===== src/cal_pkg.sv =====
// ----------------------------------------------------------------------------
// cal_pkg
// Types, limits and calendar helpers shared by the calendar counter.
// ----------------------------------------------------------------------------
package cal_pkg;

    localparam logic [5:0]  SEC_LAST   = 6'd59;
    localparam logic [5:0]  MIN_LAST   = 6'd59;
    localparam logic [4:0]  HOUR_LAST  = 5'd23;
    localparam logic [3:0]  MONTH_LAST = 4'd12;
    localparam logic [13:0] YEAR_LAST  = 14'd9999;

    typedef enum logic [1:0] {
        MODE_UP   = 2'd0,
        MODE_DOWN = 2'd1,
        MODE_LOAD = 2'd2,
        MODE_NONE = 2'd3
    } t_mode;

    typedef struct packed {
        logic [5:0]  second;
        logic [5:0]  minute;
        logic [4:0]  hour;
        logic [4:0]  day;
        logic [3:0]  month;
        logic [13:0] year;
    } t_time;

    localparam logic [4:0] MONTH_DAYS [16] = '{
        5'd31, 5'd31, 5'd28, 5'd31, 5'd30, 5'd31, 5'd30, 5'd31,
        5'd31, 5'd30, 5'd31, 5'd30, 5'd31, 5'd31, 5'd31, 5'd31
    };

    // year / 100 through the reciprocal of 25 on year / 4
    function automatic logic is_leap(input logic [13:0] year);
        logic [11:0] quarter;
        logic [24:0] prod;
        logic [7:0]  cent;
        logic [11:0] back;
        logic        by4;
        logic        by100;
        quarter = year[13:2];
        prod    = 25'(quarter) * 25'd5243;
        cent    = prod[24:17];
        back    = 12'(12'(cent) * 12'd25);
        by4     = (year[1:0] == 2'd0);
        by100   = by4 && (back == quarter);
        return by4 && (!by100 || (cent[1:0] == 2'd0));
    endfunction

    function automatic logic [4:0] days_in(input logic [3:0] month, input logic leap);
        if (month == 4'd2 && leap) begin
            return 5'd29;
        end
        return MONTH_DAYS[month];
    endfunction

endpackage


===== src/cal_next.sv =====
// ----------------------------------------------------------------------------
// cal_next
// Next date-time for one request: tick up, tick down, checked load or hold.
// ----------------------------------------------------------------------------
module cal_next
    import cal_pkg::*;
(
    input  t_time       i_cur,
    input  logic        i_leap,
    input  t_mode       i_mode,
    input  t_time       i_load,
    output t_time       o_nxt,
    output logic        o_nxt_leap,
    output logic        o_rejected
);

    t_time       up_t;
    t_time       dn_t;
    logic        sec_c, min_c, hr_c, day_c, mon_c;
    logic        sec_b, min_b, hr_b, day_b, mon_b;
    logic [13:0] year_inc;
    logic [13:0] year_dec;
    logic [3:0]  prev_month;
    logic        load_leap;
    logic        load_ok;

    // carry chain
    always_comb begin
        sec_c = (i_cur.second >= SEC_LAST);
        min_c = sec_c && (i_cur.minute >= MIN_LAST);
        hr_c  = min_c && (i_cur.hour >= HOUR_LAST);
        day_c = hr_c && (i_cur.day >= days_in(i_cur.month, i_leap));
        mon_c = day_c && (i_cur.month >= MONTH_LAST);
        year_inc = (i_cur.year >= YEAR_LAST) ? 14'd0 : 14'(i_cur.year + 14'd1);

        up_t.second = sec_c ? 6'd0 : 6'(i_cur.second + 6'd1);
        up_t.minute = !sec_c ? i_cur.minute : (min_c ? 6'd0 : 6'(i_cur.minute + 6'd1));
        up_t.hour   = !min_c ? i_cur.hour : (hr_c ? 5'd0 : 5'(i_cur.hour + 5'd1));
        up_t.day    = !hr_c ? i_cur.day : (day_c ? 5'd1 : 5'(i_cur.day + 5'd1));
        up_t.month  = !day_c ? i_cur.month : (mon_c ? 4'd1 : 4'(i_cur.month + 4'd1));
        up_t.year   = mon_c ? year_inc : i_cur.year;
    end

    // borrow chain
    always_comb begin
        sec_b = (i_cur.second == 6'd0);
        min_b = sec_b && (i_cur.minute == 6'd0);
        hr_b  = min_b && (i_cur.hour == 5'd0);
        day_b = hr_b && (i_cur.day <= 5'd1);
        mon_b = day_b && (i_cur.month <= 4'd1);
        year_dec   = (i_cur.year == 14'd0) ? YEAR_LAST : 14'(i_cur.year - 14'd1);
        prev_month = (i_cur.month <= 4'd1) ? MONTH_LAST : 4'(i_cur.month - 4'd1);

        dn_t.second = sec_b ? SEC_LAST : 6'(i_cur.second - 6'd1);
        dn_t.minute = !sec_b ? i_cur.minute : (min_b ? MIN_LAST : 6'(i_cur.minute - 6'd1));
        dn_t.hour   = !min_b ? i_cur.hour : (hr_b ? HOUR_LAST : 5'(i_cur.hour - 5'd1));
        // a borrow into december never needs the leap flag
        dn_t.day    = !hr_b ? i_cur.day :
                      (day_b ? days_in(prev_month, i_leap) : 5'(i_cur.day - 5'd1));
        dn_t.month  = day_b ? prev_month : i_cur.month;
        dn_t.year   = mon_b ? year_dec : i_cur.year;
    end

    // load check
    always_comb begin
        load_leap = is_leap(i_load.year);
        load_ok   = (i_load.second <= SEC_LAST) && (i_load.minute <= MIN_LAST) &&
                    (i_load.hour <= HOUR_LAST) && (i_load.month >= 4'd1) &&
                    (i_load.month <= MONTH_LAST) && (i_load.year <= YEAR_LAST) &&
                    (i_load.day >= 5'd1) &&
                    (i_load.day <= days_in(i_load.month, load_leap));
    end

    always_comb begin
        o_nxt      = i_cur;
        o_nxt_leap = i_leap;
        o_rejected = 1'b0;
        case (i_mode)
            MODE_UP: begin
                o_nxt = up_t;
                if (mon_c) begin
                    o_nxt_leap = is_leap(year_inc);
                end
            end
            MODE_DOWN: begin
                o_nxt = dn_t;
                if (mon_b) begin
                    o_nxt_leap = is_leap(year_dec);
                end
            end
            MODE_LOAD: begin
                if (load_ok) begin
                    o_nxt      = i_load;
                    o_nxt_leap = load_leap;
                end else begin
                    o_rejected = 1'b1;
                end
            end
            default: begin
                o_nxt = i_cur;
            end
        endcase
    end

endmodule


===== src/calendar_time_up_down_counter.sv =====
// ----------------------------------------------------------------------------
// calendar_time_up_down_counter
// Gregorian date and time of day counter with tick up, tick down and load.
// ----------------------------------------------------------------------------
// Usage:
//   Input channel i_valid / o_stall carries one request: i_mode selects add
//   one second, subtract one second or load i_load_* as a new date-time.
//   A load with any field out of range leaves the date-time unchanged and
//   returns o_load_rejected high.
//   Output channel o_valid / i_stall returns exactly one result per request:
//   the date-time after the request and the reject flag.
//   A request passes the input register and then the result register, which
//   is the date-time register itself, on its way to o_valid.
//   Throughput is one request per cycle while no result is held by i_stall,
//   set by the combinational carry and borrow chain with its leap-year check.
//   While i_stall holds a result, one more request is taken into the input
//   register; o_stall rises only once that register is also full.
//   Synchronous reset sets 0000-01-01 00:00:00 and empties both registers.
// ----------------------------------------------------------------------------
module calendar_time_up_down_counter
    import cal_pkg::*;
(
    input  logic        i_clk,
    input  logic        i_rst_n,
    input  logic        i_valid,
    output logic        o_stall,
    input  logic [1:0]  i_mode,
    input  logic [5:0]  i_load_second,
    input  logic [5:0]  i_load_minute,
    input  logic [4:0]  i_load_hour,
    input  logic [4:0]  i_load_day,
    input  logic [3:0]  i_load_month,
    input  logic [13:0] i_load_year,
    output logic        o_valid,
    input  logic        i_stall,
    output logic [5:0]  o_second_now,
    output logic [5:0]  o_minute_now,
    output logic [4:0]  o_hour_now,
    output logic [4:0]  o_day_now,
    output logic [3:0]  o_month_now,
    output logic [13:0] o_year_now,
    output logic        o_load_rejected
);

    logic  r_in_valid;
    t_mode r_mode;
    t_time r_load;
    t_time r_time;
    logic  r_leap;
    logic  r_out_valid;
    logic  r_rejected;

    t_time n_time;
    logic  n_leap;
    logic  n_rejected;
    logic  out_free;
    logic  advance;
    logic  take;

    assign out_free = !r_out_valid || !i_stall;
    assign advance  = r_in_valid && out_free;
    assign take     = i_valid && (!r_in_valid || out_free);
    assign o_stall  = r_in_valid && !out_free;

    cal_next u_cal_next (
        .i_cur      (r_time),
        .i_leap     (r_leap),
        .i_mode     (r_mode),
        .i_load     (r_load),
        .o_nxt      (n_time),
        .o_nxt_leap (n_leap),
        .o_rejected (n_rejected)
    );

    // input register
    always_ff @(posedge i_clk) begin
        if (!i_rst_n) begin
            r_in_valid <= 1'b0;
        end else if (take) begin
            r_in_valid <= 1'b1;
        end else if (advance) begin
            r_in_valid <= 1'b0;
        end
    end

    always_ff @(posedge i_clk) begin
        if (take) begin
            r_mode        <= t_mode'(i_mode);
            r_load.second <= i_load_second;
            r_load.minute <= i_load_minute;
            r_load.hour   <= i_load_hour;
            r_load.day    <= i_load_day;
            r_load.month  <= i_load_month;
            r_load.year   <= i_load_year;
        end
    end

    // date-time and result register
    always_ff @(posedge i_clk) begin
        if (!i_rst_n) begin
            r_time.second <= 6'd0;
            r_time.minute <= 6'd0;
            r_time.hour   <= 5'd0;
            r_time.day    <= 5'd1;
            r_time.month  <= 4'd1;
            r_time.year   <= 14'd0;
            r_leap        <= 1'b1;
            r_out_valid   <= 1'b0;
            r_rejected    <= 1'b0;
        end else begin
            if (advance) begin
                r_time     <= n_time;
                r_leap     <= n_leap;
                r_rejected <= n_rejected;
            end
            if (out_free) begin
                r_out_valid <= r_in_valid;
            end
        end
    end

    assign o_valid         = r_out_valid;
    assign o_second_now    = r_time.second;
    assign o_minute_now    = r_time.minute;
    assign o_hour_now      = r_time.hour;
    assign o_day_now       = r_time.day;
    assign o_month_now     = r_time.month;
    assign o_year_now      = r_time.year;
    assign o_load_rejected = r_rejected;

endmodule


===== config.mk =====
export PLATFORM = sky130hd
export DESIGN_NAME = calendar_time_up_down_counter
export DESIGN_NICKNAME = d
export VERILOG_FILES = /design/src/cal_pkg.sv /design/src/cal_next.sv /design/src/calendar_time_up_down_counter.sv
export SDC_FILE = /design/constraint.sdc
export NUM_CORES = 1
export LEC_CHECK = 0
export BUFFER_PORTS_ARGS = -buffer_cell sky130_fd_sc_hd__buf_2
export CAP_MARGIN = 20
export CORE_MARGIN = 1
export CORE_UTILIZATION = 45
export DETAILED_ROUTE_END_ITERATION = 12
export GPL_TIMING_DRIVEN = 0
export SKIP_CTS_REPAIR_TIMING = 1
export SLEW_MARGIN = 20
export SYNTH_ARGS = -nofsm -noshare
export SYNTH_HDL_FRONTEND = slang
export SYNTH_SLANG_ARGS = --single-unit

===== constraint.sdc =====
create_clock -name i_clk -period 25.4 [get_ports i_clk]
set_input_delay 0 -clock i_clk [delete_from_list [all_inputs] [get_ports i_clk]]
set_output_delay 0 -clock i_clk [all_outputs]
set_load 0.005 [all_outputs]

==> parameters.txt <==
Parameter                              Value

Yosys
  Arithmetic-cell share of the synthesized area counting full adders, half adders and majority gates    0.446
  Cell variety after synth    88
  Ys flop type    sky130_fd_sc_hd__dfxtp_1
  Complex-gate fraction of the synthesized area    0.138
  Fraction of the mapped netlist area in simple logic gates    0.125
  XOR/XNOR share of the synthesized area    0.0556
  Number of standard cells after synthesis    1,811
  Mean area per synthesized cell    roughly 9 um^2
  Synth Register Bits    86
  Cell area after synthesis    16,200 um^2
  Dominant combinational cell family by area after synthesis    adder cells
  Fraction of registers with async set or reset after synthesis    0
  Yosys Warn Count    0
  Post-synth net total    2,349
  Share of cell area taken by muxes after synthesis    0.00764
  Share of synthesized area occupied by flip-flops and latches    0.132
  Count of flip-flops with a built-in enable after synthesis    42

Floorplan
  Count of pins on the block boundary    89
  Floorplan die area    36,800 um^2
  Die outline height    192 um
  Die outline width    between 150 and 200 um
  Core ar.    roughly 35,000 um^2
  Initial cell density of the core    0.457
  Row count    69

Placed design
  Final RePlAce weighted congestion    about 0.9
  Post-detail-place hpwl    33,900 um
  Input/output buffers    just under 90

Worst setup path
  Worst r2r path cells    43
  Worst reg-to-reg setup slack    13.71 ns
  RR Startpoint    r_load[10]$_DFFE_PP_
  Crit Path Max Fanout    10
  CP peak stage delay    about 0.76 ns
  Worst path required time    about 26 ns
  Endpoint class of the critical path    flip-flop
  Crit path max-delay cell type    sky130_fd_sc_hd__a21oi_1
  Type of element launching the critical path    flip-flop
  Arr. time, crit path    around 12 ns
  Worst flop-to-flop path endpoint    o_year_now[9]$_SDFFE_PN0P_
  Setup CP Type    flip-flop to flip-flop

Run
  Count of max-cap constraint violations    0

Global route
  Sum of overflow across all layers after global routing    0
  Largest net degree at the start of global routing    24
  Antenna violations before repair    0
  Total Routing Usage GR    0.230
  Number of global-route vias before repair    12,800
  First-pass GRT wire length    66,400 um

Timing
  Headroom to the max-slew limit    0.225
  Post-layout minimum cycle time    11.69 ns
  Period utilization    0.460
  Slew Limit Fails    0
  Final setup viols    0
  Accumulated negative setup slack    0 ns
  RSZ-0062 raised after global routing    no
  Fin Clk Skew    0.0113 ns
  Worst slew pin tran    1.15 ns
  Final Hold Viols    0
  Worst slack on hold paths    0.192 ns
  F_max    85.6 MHz

Drt
  Detailed-route wire length    41,600 um
  DRC Markers    0
  Number of antenna-violating nets in the routed design    0
  Wire length per cell    17.1 um
  Vias    approximately 13,000
  Pre-antenna DRT Iters    5
  Drt via density    5.47
  Iter 0 DRT Violations    727

Clock tree
  Clock Tree Buf Depth    2
  Clock-pin slew of the registers on the worst-case setup and hold paths    0.07 ns
  Clk root buf    sky130_fd_sc_hd__clkbuf_16
  H-tree levels    3
  Count of clock tree sinks    between 80 and 90
  Clock tree from TritonCTS    done
  Insertion delay of the later-clocked pin in the worst-skew pair    approximately 0.35 ns
  Number of buffers created by CTS    9

Cells and area
  Net count of the finished layout    2,496
  Final antenna diode count    0
  Most common library cell in the layout ignoring fill and taps    sky130_fd_sc_hd__ha_1
  Signed area change from the synthesized netlist to the final layout    11.3%
  Fraction of layout instances using a drive strength above 1    0.0820
  Commonest non-fill, non-tap cells in the layout    sky130_fd_sc_hd__ha_1, sky130_fd_sc_hd__inv_1, sky130_fd_sc_hd__fa_1

Run status
  Status    complete, no violations

Worst hold path
  Endpoint of the worst hold-timing path    o_month_now[0]$_SDFFE_PN1P_
  Worst hold path type    primary input to flip-flop
  Instance count along the most critical hold path    2
  Source of the worst hold timing path    i_rst_n
-- cell families (layout without fill, tap and decap cells) --
group                    after synthesis  count (layout)
XOR/XNOR                              98              98
AO/OA/AOI/OAI                        326             326
buffers and inverters                399             551
AND/OR/NAND/NOR                      398             398
multiplexers                          12              12
adder cells (fa/ha/maj)              492             492
flip-flops                            86              86
-- per-stage QoR --
step	std cells	instance area, um^2	util	worst slack (ns)
floorplan	1811	16200	-	15.65
global placement	2359	17200	0.485	13.83
detailed placement	2363	17300	0.488	13.79
CTS	2379	17600	0.496	13.77
global route	2424	18000	0.509	12.99
finish	2424	18000	0.509	13.71
-- worst max-delay path by stage --
stage,depth (start not counted),to,from
floorplan,42,o_year_now[10]$_SDFFE_PN0P_,r_load[8]$_DFFE_PP_
global placement,35,r_leap$_SDFFE_PN1P_,o_year_now[6]$_SDFFE_PN0P_
detailed placement,43,o_year_now[8]$_SDFFE_PN0P_,r_load[8]$_DFFE_PP_
CTS,43,o_year_now[8]$_SDFFE_PN0P_,r_load[8]$_DFFE_PP_
global route,43,o_year_now[6]$_SDFFE_PN0P_,r_load[10]$_DFFE_PP_
finish,43,o_year_now[9]$_SDFFE_PN0P_,r_load[10]$_DFFE_PP_
-- cell usage after synthesis, types with 14 or more instances --
cell type | n | share of area
sky130_fd_sc_hd__nand4_1 | 19 | 0.0073
sky130_fd_sc_hd__clkbuf_1 | 37 | 0.0086
sky130_fd_sc_hd__a21oi_1 | 85 | 0.026
sky130_fd_sc_hd__nand3_1 | 32 | 0.0099
sky130_fd_sc_hd__edfxtp_1 | 42 | 0.078
sky130_fd_sc_hd__o21ai_0 | 54 | 0.017
sky130_fd_sc_hd__xnor2_1 | 60 | 0.032
sky130_fd_sc_hd__o211ai_1 | 14 | 0.0065
sky130_fd_sc_hd__nor2_1 | 120 | 0.028
sky130_fd_sc_hd__fa_1 | 144 | 0.18
sky130_fd_sc_hd__nand2_1 | 78 | 0.018
sky130_fd_sc_hd__inv_1 | 341 | 0.079
sky130_fd_sc_hd__dfxtp_1 | 44 | 0.054
sky130_fd_sc_hd__a211oi_1 | 32 | 0.015
sky130_fd_sc_hd__o21a_1 | 15 | 0.0069
sky130_fd_sc_hd__nor3_1 | 42 | 0.013
sky130_fd_sc_hd__ha_1 | 348 | 0.27
sky130_fd_sc_hd__a22oi_1 | 15 | 0.0069
sky130_fd_sc_hd__xor2_1 | 35 | 0.019
-- registers in the layout, summed over array words and instances (netlist names) --
register and cells:
o_day_now 5, o_hour_now 5, o_load_rejected 1, o_minute_now 6, o_month_now 4, o_second_now 6
o_valid 1, o_year_now 14, r_in_valid 1, r_leap 1, r_load 40, r_mode 2
-- worst max-delay path: cells and delay by family (launching register included) --
family | cells | cell delay (ns)
buf+inv | 8 | 0.88
simple gates | 9 | 1.58
xor+xnor | 1 | 0.17
fa+ha+maj | 11 | 4.53
compound gates | 14 | 3.68
flops | 1 | 0.70
-- per-layer routing --
layer  wire length, um  share of wire  GRT usage  vias up
met2             18900           0.46      0.373      356
met1             19700           0.47      0.323     6356
met5                 0              0          0        -
met4               602          0.014     0.0482        0
li1                  -              -          -     6511
met3              2320          0.056     0.0334       45
-- layout make-up --
class / count / area [um^2]
plain buffers: 58 / 259
clock buffers: 10 / 229
clock inverters: 6 / 70.1
fillers: 3352 / 17400
inverters: 341 / 1280
multi-input cells: 1326 / 12600
flip-flops and latches: 86 / 2140
well taps: 461 / 577
repair buffers: 136 / 931
Power is not shown: default switching activity piles up to over one toggle a cycle in this logic, so the estimate is an artifact.
